## src/design/hrlp_pkg.sv

```systemverilog
package hrlp_pkg;

    localparam int OFFSET_BITS_DEF   = 16;
    localparam int VERSION_BYTES_DEF = 8;

    localparam logic [7:0] CH_SP = 8'h20;
    localparam logic [7:0] CH_HT = 8'h09;
    localparam logic [7:0] CH_LF = 8'h0a;
    localparam logic [7:0] CH_CR = 8'h0d;
    localparam logic [7:0] CH_G  = 8'h47;
    localparam logic [7:0] CH_E  = 8'h45;
    localparam logic [7:0] CH_T  = 8'h54;
    localparam logic [7:0] CH_P  = 8'h50;
    localparam logic [7:0] CH_O  = 8'h4f;
    localparam logic [7:0] CH_S  = 8'h53;

    localparam logic [2:0] LEN_GET  = 3'd3;
    localparam logic [2:0] LEN_POST = 3'd4;

    localparam logic METHOD_GET  = 1'b0;
    localparam logic METHOD_POST = 1'b1;

    localparam logic [2:0] PH_IDLE    = 3'd0;
    localparam logic [2:0] PH_METHOD  = 3'd1;
    localparam logic [2:0] PH_SKIP1   = 3'd2;
    localparam logic [2:0] PH_PATH    = 3'd3;
    localparam logic [2:0] PH_SKIP2   = 3'd4;
    localparam logic [2:0] PH_VERSION = 3'd5;
    localparam logic [2:0] PH_DONE    = 3'd6;

    localparam logic [1:0] ST_OK        = 2'd0;
    localparam logic [1:0] ST_BAD_METH  = 2'd1;
    localparam logic [1:0] ST_TOO_LONG  = 2'd2;
    localparam logic [1:0] ST_VER_TRUNC = 2'd3;

    typedef struct packed {
        logic       bad;
        logic       method;
        logic [2:0] pos_next;
        logic       done;
    } match_t;

    function automatic logic is_blank(input logic [7:0] c);
        return (c == CH_SP) || (c == CH_HT) || (c == CH_LF);
    endfunction

endpackage

```

## src/design/hrlp_method_match.sv

```systemverilog
module hrlp_method_match
(
    input  logic [2:0]            match_pos,
    input  logic                  method_seen,
    input  logic [7:0]            byte_in,
    output hrlp_pkg::match_t      result
);
    import hrlp_pkg::*;

    logic [7:0] expect_char;
    logic [2:0] word_len;

    always_comb
    begin
        word_len = method_seen ? LEN_POST : LEN_GET;
        case (match_pos)
            3'd1:    expect_char = method_seen ? CH_O : CH_E;
            3'd2:    expect_char = method_seen ? CH_S : CH_T;
            3'd3:    expect_char = CH_T;
            default: expect_char = CH_T;
        endcase
    end

    always_comb
    begin
        result.pos_next = match_pos + 3'd1;
        result.method   = method_seen;
        result.bad      = 1'b0;
        result.done     = 1'b0;
        if (match_pos == 3'd0)
        begin
            if (byte_in == CH_G)
            begin
                result.method = METHOD_GET;
            end
            else if (byte_in == CH_P)
            begin
                result.method = METHOD_POST;
            end
            else
            begin
                result.bad = 1'b1;
            end
        end
        else
        begin
            result.bad  = (match_pos >= word_len) || (byte_in != expect_char);
            result.done = (result.pos_next == word_len);
        end
    end

endmodule

```

## src/design/http_request_line_parser_core.sv

```systemverilog
// Request line parser: takes one byte of an HTTP request per cycle (start_req marks
// the first byte) and returns one request summary per request line: method, path
// offset/length, up to VERSION_BYTES version bytes and a status. Throughput is one
// byte per clock while in_ready is high. A summary appears in the cycle after the
// byte that ends it (space or CR after the version, CR before it, bad method byte).
// The single output register is the only stall point: in_ready drops only while a
// summary is held there and out_ready is low. Byte offsets: OFFSET_BITS, saturating.
module http_request_line_parser_core
#(
    parameter int OFFSET_BITS   = hrlp_pkg::OFFSET_BITS_DEF,
    parameter int VERSION_BYTES = hrlp_pkg::VERSION_BYTES_DEF
)
(
    input  logic        clk,
    input  logic        rst_n,
    input  logic        in_valid,
    output logic        in_ready,
    input  logic [7:0]  byte_in,
    input  logic        start_req,
    output logic        out_valid,
    input  logic        out_ready,
    output logic        method,
    output logic [15:0] path_offset,
    output logic [15:0] path_length,
    output logic [63:0] version_text,
    output logic [3:0]  version_length,
    output logic [1:0]  status
);
    import hrlp_pkg::*;

    localparam int VC_BITS = $clog2(VERSION_BYTES + 2);
    localparam int VS_BITS = 8 * VERSION_BYTES;

    logic [2:0]             phase_reg,         phase_next;
    logic [2:0]             match_pos_reg,     match_pos_next;
    logic                   method_seen_reg,   method_seen_next;
    logic [OFFSET_BITS-1:0] byte_offset_reg,   byte_offset_next;
    logic [OFFSET_BITS-1:0] path_begin_reg,    path_begin_next;
    logic [OFFSET_BITS-1:0] path_count_reg,    path_count_next;
    logic [VS_BITS-1:0]     version_store_reg, version_store_next;
    logic [VC_BITS-1:0]     version_count_reg, version_count_next;
    logic                   offset_full_reg,   offset_full_next;
    logic                   too_long_reg,      too_long_next;

    logic                   out_valid_reg;
    logic                   method_reg,    method_next;
    logic [15:0]            path_off_reg,  path_off_next;
    logic [15:0]            path_sz_reg,   path_sz_next;
    logic [63:0]            ver_text_reg,  ver_text_next;
    logic [3:0]             ver_len_reg,   ver_len_next;
    logic [1:0]             status_reg,    status_next;

    logic                   in_fire;
    logic                   emit;
    logic [2:0]             mpos_eff;
    logic                   mseen_eff;
    match_t                 match;

    assign in_ready = !out_valid_reg || out_ready;
    assign in_fire  = in_valid && in_ready;

    assign mpos_eff  = start_req ? 3'd0 : match_pos_reg;
    assign mseen_eff = start_req ? 1'b0 : method_seen_reg;

    hrlp_method_match u_match
    (
        .match_pos   (mpos_eff),
        .method_seen (mseen_eff),
        .byte_in     (byte_in),
        .result      (match)
    );

    always_comb
    begin
        logic                   line_end;
        logic                   keep_ver;
        logic [OFFSET_BITS-1:0] cur;
        phase_next         = phase_reg;
        match_pos_next     = match_pos_reg;
        method_seen_next   = method_seen_reg;
        byte_offset_next   = byte_offset_reg;
        path_begin_next    = path_begin_reg;
        path_count_next    = path_count_reg;
        version_store_next = version_store_reg;
        version_count_next = version_count_reg;
        offset_full_next   = offset_full_reg;
        too_long_next      = too_long_reg;
        emit               = 1'b0;
        line_end           = 1'b0;
        keep_ver           = 1'b0;
        cur                = byte_offset_reg;
        method_next        = METHOD_GET;
        path_off_next      = 16'd0;
        path_sz_next       = 16'd0;
        ver_text_next      = 64'd0;
        ver_len_next       = 4'd0;
        status_next        = ST_BAD_METH;

        if (in_fire)
        begin
            if (start_req)
            begin
                phase_next         = PH_METHOD;
                match_pos_next     = 3'd0;
                method_seen_next   = 1'b0;
                byte_offset_next   = '0;
                path_begin_next    = '0;
                path_count_next    = '0;
                version_store_next = '0;
                version_count_next = '0;
                offset_full_next   = 1'b0;
                too_long_next      = 1'b0;
            end
            if (phase_next != PH_IDLE && phase_next != PH_DONE)
            begin
                if (offset_full_next)
                begin
                    too_long_next = 1'b1;
                end
                cur = byte_offset_next;
                if (&byte_offset_next)
                begin
                    offset_full_next = 1'b1;
                end
                else
                begin
                    byte_offset_next = byte_offset_next + OFFSET_BITS'(1);
                end

                case (phase_next)
                    PH_METHOD:
                    begin
                        if (match.bad)
                        begin
                            emit       = 1'b1;
                            phase_next = PH_DONE;
                        end
                        else
                        begin
                            method_seen_next = match.method;
                            match_pos_next   = match.pos_next;
                            if (match.done)
                            begin
                                phase_next = PH_SKIP1;
                            end
                        end
                    end
                    PH_SKIP1:
                    begin
                        if (!is_blank(byte_in))
                        begin
                            path_begin_next = cur;
                            path_count_next = OFFSET_BITS'(1);
                            phase_next      = PH_PATH;
                        end
                    end
                    PH_PATH:
                    begin
                        if (byte_in == CH_SP)
                        begin
                            phase_next = PH_SKIP2;
                        end
                        else if (!(&path_count_next))
                        begin
                            path_count_next = path_count_next + OFFSET_BITS'(1);
                        end
                    end
                    PH_SKIP2:
                    begin
                        if (byte_in == CH_CR)
                        begin
                            line_end = 1'b1;
                        end
                        else if (!is_blank(byte_in))
                        begin
                            keep_ver   = 1'b1;
                            phase_next = PH_VERSION;
                        end
                    end
                    PH_VERSION:
                    begin
                        if (byte_in == CH_SP || byte_in == CH_CR)
                        begin
                            line_end = 1'b1;
                        end
                        else
                        begin
                            keep_ver = 1'b1;
                        end
                    end
                    default:
                    begin
                        phase_next = PH_IDLE;
                    end
                endcase

                if (keep_ver)
                begin
                    if (version_count_next < VC_BITS'(VERSION_BYTES))
                    begin
                        for (int i = 0; i < VERSION_BYTES; i++)
                        begin
                            if (version_count_next == VC_BITS'(i))
                            begin
                                version_store_next[i*8 +: 8] = byte_in;
                            end
                        end
                        version_count_next = version_count_next + VC_BITS'(1);
                    end
                    else
                    begin
                        version_count_next = VC_BITS'(VERSION_BYTES + 1);
                    end
                end

                if (line_end)
                begin
                    emit          = 1'b1;
                    phase_next    = PH_DONE;
                    method_next   = method_seen_next;
                    path_off_next = 16'(path_begin_next);
                    path_sz_next  = 16'(path_count_next);
                    ver_text_next = 64'(version_store_next);
                    if (version_count_next > VC_BITS'(VERSION_BYTES))
                    begin
                        ver_len_next = 4'(VERSION_BYTES);
                    end
                    else
                    begin
                        ver_len_next = 4'(version_count_next);
                    end
                    if (too_long_next)
                    begin
                        status_next = ST_TOO_LONG;
                    end
                    else if (version_count_next > VC_BITS'(VERSION_BYTES))
                    begin
                        status_next = ST_VER_TRUNC;
                    end
                    else
                    begin
                        status_next = ST_OK;
                    end
                end
            end
        end
    end

    always_ff @(posedge clk or negedge rst_n)
    begin
        if (!rst_n)
        begin
            phase_reg         <= PH_IDLE;
            match_pos_reg     <= 3'd0;
            method_seen_reg   <= 1'b0;
            byte_offset_reg   <= '0;
            path_begin_reg    <= '0;
            path_count_reg    <= '0;
            version_store_reg <= '0;
            version_count_reg <= '0;
            offset_full_reg   <= 1'b0;
            too_long_reg      <= 1'b0;
            out_valid_reg     <= 1'b0;
        end
        else
        begin
            phase_reg         <= phase_next;
            match_pos_reg     <= match_pos_next;
            method_seen_reg   <= method_seen_next;
            byte_offset_reg   <= byte_offset_next;
            path_begin_reg    <= path_begin_next;
            path_count_reg    <= path_count_next;
            version_store_reg <= version_store_next;
            version_count_reg <= version_count_next;
            offset_full_reg   <= offset_full_next;
            too_long_reg      <= too_long_next;
            if (in_fire && emit)
            begin
                out_valid_reg <= 1'b1;
            end
            else if (out_ready)
            begin
                out_valid_reg <= 1'b0;
            end
        end
    end

    always_ff @(posedge clk)
    begin
        if (in_fire && emit)
        begin
            method_reg   <= method_next;
            path_off_reg <= path_off_next;
            path_sz_reg  <= path_sz_next;
            ver_text_reg <= ver_text_next;
            ver_len_reg  <= ver_len_next;
            status_reg   <= status_next;
        end
    end

    assign out_valid      = out_valid_reg;
    assign method         = method_reg;
    assign path_offset    = path_off_reg;
    assign path_length    = path_sz_reg;
    assign version_text   = ver_text_reg;
    assign version_length = ver_len_reg;
    assign status         = status_reg;

endmodule

```

## config.mk

```make
export PLATFORM = sky130hd
export DESIGN_NAME = http_request_line_parser_core
export DESIGN_NICKNAME = d
export VERILOG_FILES = /design/src/design/hrlp_pkg.sv /design/src/design/hrlp_method_match.sv /design/src/design/http_request_line_parser_core.sv
export SDC_FILE = /design/constraint.sdc
export NUM_CORES = 1
export LEC_CHECK = 0
export BUFFER_PORTS_ARGS = -buffer_cell sky130_fd_sc_hd__buf_2
export CORE_ASPECT_RATIO = 0.5
export CORE_MARGIN = 2
export CORE_UTILIZATION = 55
export CTS_CLUSTER_DIAMETER = 40
export CTS_CLUSTER_SIZE = 8
export DETAILED_ROUTE_END_ITERATION = 8
export PLACE_DENSITY = 0.84
export SLEW_MARGIN = 20
export SYNTH_ARGS = -nofsm -noshare
export SYNTH_HDL_FRONTEND = slang
export SYNTH_SLANG_ARGS = --single-unit
```

## constraint.sdc

```tcl
create_clock -name clk -period 4.9 [get_ports clk]
set_input_delay 0.98 -clock clk [delete_from_list [all_inputs] [get_ports clk]]
set_output_delay 0.98 -clock clk [all_outputs]
set_load 0.01 [all_outputs]
```

---- Word level (Yosys, flattened, before mapping) ----
Cells that the tools add are included.
word-level totals
  word-level logic and storage cells ...... 162
  output and inout bits ................... 105
  flip-flop bits (word level) ............. 229
  input bits .............................. 13
operators by class
  equal/unequal tests ..................... 23
  $lt $le $gt $ge ......................... 3
  bitwise gates (word level) .............. 3
  reductions and logical operators ........ 17
  $add $sub $neg .......................... 4
  mux-type cells .......................... 94
operators by type and width
  cell                   count
  $mux 64                4
  $mux 16                14
  $mux 8                 8
  $mux 3                 16
  $mux 1                 36
  $mux 4                 9
  $add 16x1->16 const B  2
  $pmux 16 s2            1
  $reduce_and 16->1      2
  $eq 8x4->1 const B     3
  $eq 4x3->1 const B     4
  $eq 8x7->1 const B     2
  $pmux 8 s2             1
  $pmux 3 s5             1
  $eq 3x2->1 const B     3
  $eq 4x2->1 const B     2
  $eq 8x6->1 const B     1
  $ne 8x8->1             1
  $eq 3x1->1 const B     2
  $eq 3x3->1 const B     2
  $logic_or 1x1->1       5
  $add 4x1->4 const B    1
  $eq 4x1->1 const B     1
  $gt 4x4->1 const B     1
  other kinds (16)       22

---- Longest topological paths before layout ----
  depth after elaboration ................. 14
  depth in mapped cells ................... 14
  mapped depth without buffers ............ 9

---- By module ----
A second synthesis with hierarchy kept.
unflattened totals
  cell total of the unflattened synthesis .. 1184
  area, all modules ....................... 11591.1 µm²
by module, submodules not included
  module                         sequential area each (µm²)  area each (µm²)  instances  cells an instance
  http_request_line_parser_core  6246.0                      11194.5          1          1129
  hrlp_method_match              0.0                         396.6            1          55

---- Worst setup path after synthesis ----
OpenSTA, ideal clock, no wires.
  path type ............................... input to register
  start point ............................. input start_req
  end point ............................... register method_reg, in the netlist method (enable)
  slack ................................... -226 ps
  path buffers ............................ 2
  arrival ................................. 4669 ps
  data required time ...................... 4444 ps
  library setup time ...................... 456 ps
  stages on the path ...................... 11
  cells stage by stage .................... buf_2 -> buf_2 -> nor2b_1 -> inv_1 -> ha_1 -> nand2b_1 -> maj3_1 -> a221oi_1 -> a311oi_1 -> o21ai_0 -> inv_1
on the way
  cells in the longest elaborated chain, start to end .. 12
  elaborated cells on any way between the ends .. 30
  those cells by class .................... 1 x order compare; 7 x eq/ne; 17 x mux; 5 x reduce/logical
RTL lines
  element                                   line                                                                      RTL
  from (decl)                               http_request_line_parser_core.sv:19                                       input logic start_req,
  $mux 3 or $mux 1 (tied branches)          http_request_line_parser_core.sv:62, http_request_line_parser_core.sv:63
  $eq 3x2->1, or another cell as far along  hrlp_method_match.sv:16                                                   case (match_pos)
  $pmux 8 s2                                hrlp_method_match.sv:16
  $ne 8x8->1                                hrlp_method_match.sv:47                                                   result.bad = (match_pos >= word_len) || (byte_in != expect_char);
  $logic_or 1x1->1                          hrlp_method_match.sv:47
  $mux 1                                    hrlp_method_match.sv:30                                                   if (match_pos == 3'd0)
  $mux 1                                    http_request_line_parser_core.sv:133                                      if (match.bad)
  $mux 1                                    http_request_line_parser_core.sv:130                                      case (phase_next)
  $mux 1                                    http_request_line_parser_core.sv:216                                      if (line_end)
  $mux 1 (*)                                http_request_line_parser_core.sv:114                                      if (phase_next != PH_IDLE && phase_next != PH_DONE)
  $mux 1 (*)                                http_request_line_parser_core.sv:99                                       if (in_fire)
  $logic_and 1x1->1 (*)                     http_request_line_parser_core.sv:290                                      if (in_fire && emit)
  to (signal assigned)                      http_request_line_parser_core.sv:292                                      method_reg <= method_next;
  to (decl)                                 http_request_line_parser_core.sv:46                                       logic method_reg, method_next;
Every way passes the cells marked *; elsewhere a longest branch is shown, timed or not. The select of a mux whose other input is x is not followed.
A chain may end at the register's enable or synchronous reset.

---- Worst setup path in the final report ----
  start point ............................. input start_req
  end point ............................... register version_store_reg[29]
on the way
  cells in the longest elaborated chain, start to end .. 8
  elaborated cells on any way between the ends .. 19
  those cells by class .................... 1 x order compare; 4 x eq/ne; 12 x mux; 2 x reduce/logical
RTL lines
  element               line                                  RTL
  $mux 3                http_request_line_parser_core.sv:101  if (start_req)
  $mux 3                http_request_line_parser_core.sv:99
  $eq 3x3->1            http_request_line_parser_core.sv:130
  $pmux 1 s2            http_request_line_parser_core.sv:130
  $mux 1                http_request_line_parser_core.sv:114
  $mux 1                http_request_line_parser_core.sv:99
  $mux 64               http_request_line_parser_core.sv:197  if (keep_ver)
  $mux 64 (*)           http_request_line_parser_core.sv:114
  to (signal assigned)  http_request_line_parser_core.sv:273  version_store_reg <= version_store_next;
  to (decl)             http_request_line_parser_core.sv:40   logic [VS_BITS-1:0] version_store_reg, version_store_next;
Marks and branches as above.

==> results.json <==
{
  "clkTransAtPathRegs_ps": 50,
  "port_buffers": 117,
  "crit_fanout": 86,
  "outcome": "completed",
  "syn2layout_area_growth_pct": 13.2,
  "setup_viol": 0,
  "path_cells": "buf_2, inv_2, buf_4, nand2_1, inv_1, ha_1, nand2_1, a2111o_1, nor2_2, o21ai_0",
  "syn-num-nets": 1206,
  "hold_path_class": "register to register",
  "slew_viol_final": 0,
  "nNetsFinal": 1277,
  "synth_top_flop_cell": "dfrtp_1",
  "hold_viol_final": 0,
  "ys_seq_area_share_pct": 52.4,
  "hpwlAfterDp_mm": 18.3,
  "netlist_area_um2": 11900,
  "crit_path_frequent_cell": "nand2_1",
  "drive_gt1_share_pct": 20.1,
  "critPathLaunchType": "input pin",
  "wl_mm": 30.3,
  "dr.pass1.iters": 7,
  "cts_setup_buffers": 0,
  "slowest_stage": "buf_4",
  "grt_pass1_wl_mm": 49.3,
  "die_x_um": 212,
  "cp_num_buf_inv": 4,
  "track_usage_pct": 26.8,
  "cp-end-kind": "register",
  "critPathKind": "input pin to register",
  "clockBufferDepth": 3,
  "initial_utilization_pct": 57.0,
  "worst_ep_required_time_ps": 5260,
  "yosys_warnings": 0,
  "grt_pass1_vias": 9622,
  "antenna_found_initial": 0,
  "antenna_left": 0,
  "wl_per_cell_um": 19.3,
  "fmax_mhz": 246,
  "powerDensity_nw_per_um2": 385,
  "fp-row-count": 37,
  "cts_sinks": 229,
  "core_um2": 20900,
  "drc": 0,
  "finalSetupTns_ps": 0,
  "tightest_slew_ps": 953,
  "fillers": 1557,
  "synth-edff-count": 103,
  "power.leakage_nw": 5.07,
  "rsz0062_at_grt": "false",
  "ys_types": 90,
  "dieArea_um2": 22900,
  "post_cts_resized": 0,
  "cp_slowest_stage_delay_ps": 730,
  "gp_congestion": 0.888,
  "avgSynthCellArea_um2": 10.0,
  "die_h_um": 108,
  "period_minus_slack_ps": 4070,
  "drtIter0Drc": 1037,
  "grt_max_degree": 87,
  "skew_ps": 12.9,
  "synth-seq-cells": 229,
  "cp_top_family": "buffers and inverters",
  "io_pins": 118,
  "fin_crit_sh_pct": 83.1,
  "cts_max_level": 2,
  "drv_cap": 0,
  "cts_inserted_buffers": 34,
  "cts_tree": "done",
  "cts-root-buf": "clkbuf_16",
  "hold_buffers": 0,
  "post_drt_via_cell_ratio": 6.29,
  "synthArstFlopShare_pct": 55.0,
  "antenna_cells": 0,
  "max_slew_margin_pct": 36.4,
  "clock_latency_ps": 500,
  "vdd_drop_max_mv": 0.184,
  "num_vias": 9902,
  "setup_ws_ps": 830,
  "grt-ovfl-total": 0,
  "cp.arrival_ps": 4430,
  "postSynthCellCount": 1185,
  "dp_slack_ps": 516
}
-- path summary, 6_finish.rpt --
check / end / depth (start not counted) / from / slack [ps]
hold reg to reg: path_begin_reg[14] / 2 / path_begin_reg[14] / 480
max in group asynchronous: version_store_reg[42] / 2 / rst_n / 3410
min in group asynchronous: path_count_reg[9] / 1 / rst_n / 560
setup reg to reg: version_text[20] / 9 / match_pos_reg[0] / 1620
setup / recovery: version_store_reg[29] / 10 / start_req / 830
hold / removal: path_begin_reg[14] / 2 / path_begin_reg[14] / 480
-- kinds of logic (layout without fill, tap and decap cells) --
logic type	Yosys count	count (layout)	synth area share, %
buffers and inverters	112	208	4.90
AND/OR/NAND/NOR	497	497	21.5
XOR/XNOR	17	17	1.25
AO/OA/AOI/OAI	316	316	18.5
multiplexers	5	5	0.441
adder cells (fa/ha/maj)	9	9	0.925
flip-flops	229	229	52.4
-- routing by layer --
metal	global-route usage, %	routed length [um]	up-vias
li1	-	-	4468
met1	36.5	12600	4772
met2	42.0	14000	558
met3	5.69	2630	104
met4	11.5	1070	0
met5	0	0	-
-- synth_stat cells, types with 7 or more instances --
master    instances  area [um2]
inv_1            12        45.0
nand2_2          18         113
o211ai_1          7        52.6
nor3_1           13        65.1
and3_1            9        56.3
o21ai_2          28         245
nand2b_1          8        50.1
nand4_1          10        62.6
o21ai_0          50         250
a21boi_0         16         120
nand3_1          87         435
dfrtp_1         126        3150
nor2b_1          16         100
and4_1            7        61.3
and2_1           10        62.6
xor2_1           11        96.3
edfxtp_1        103        3090
a32o_1           33         330
nor2_1           29         109
a31oi_1           9        56.3
o22ai_1           8        50.1
buf_2            38         190
or3_1            10        62.6
nand2_1         231         867
clkbuf_1         44         165
ha_1              8         100
a21oi_1         104         521
-- worst register-to-register path: stages, from the launching register on --
cell and delay [ps]:
dfrtp_1 570, nand2_1 190, ha_1 320, nand2b_1 150
maj3_1 360, a221oi_2 280, a311oi_1 170, o21ai_1 350
clkinvlp_4 160, buf_4 340
-- where the power goes --
part	internal, mW	leakage [nW]	switching [mW]
registers	2.13	2.73	0.118
logic	0.239	1.86	0.536
clock network	1.34	0.471	0.823
total	3.71	5.07	1.48
-- cell type report --
type                       instances  area [um2]  area share, %
timing repair buffer             135         736           5.46
multi-input combinational        844        5100           37.8
tap                              292         365           2.71
clock inverter                     1        8.76         0.0649
sequential                       229        6250           46.3
inverter                          12        48.8          0.362
clock buffer                      60         980           7.26
-- per-stage QoR --
stage | power, mW | instance area [um2] | hold slack [ps] | utilization [%] | instances
after global routing | 5.36 | 13500 | 508 | 64.6 | 1573
after global placement | 3.00 | 12500 | 463 | 59.9 | 1512
final | 5.19 | 13500 | 477 | 64.6 | 1573
after CTS | 5.19 | 13500 | 484 | 64.6 | 1573
after detailed placement | 3.03 | 12500 | 473 | 59.9 | 1512
after floorplan | 2.79 | 11900 | 450 | - | 1185
-- placed cells by master, fill, tap and decap left out, drive strengths merged, types with 33 or more instances in the layout --
cell and n:
clkbuf 60, a32o 33, nor2 36, edfxtp 103, nand2 249, buf 135
o21ai 80, nand3 87, a21oi 105, dfrtp 126
No activity file was read; power rests on OpenSTA's default activity.
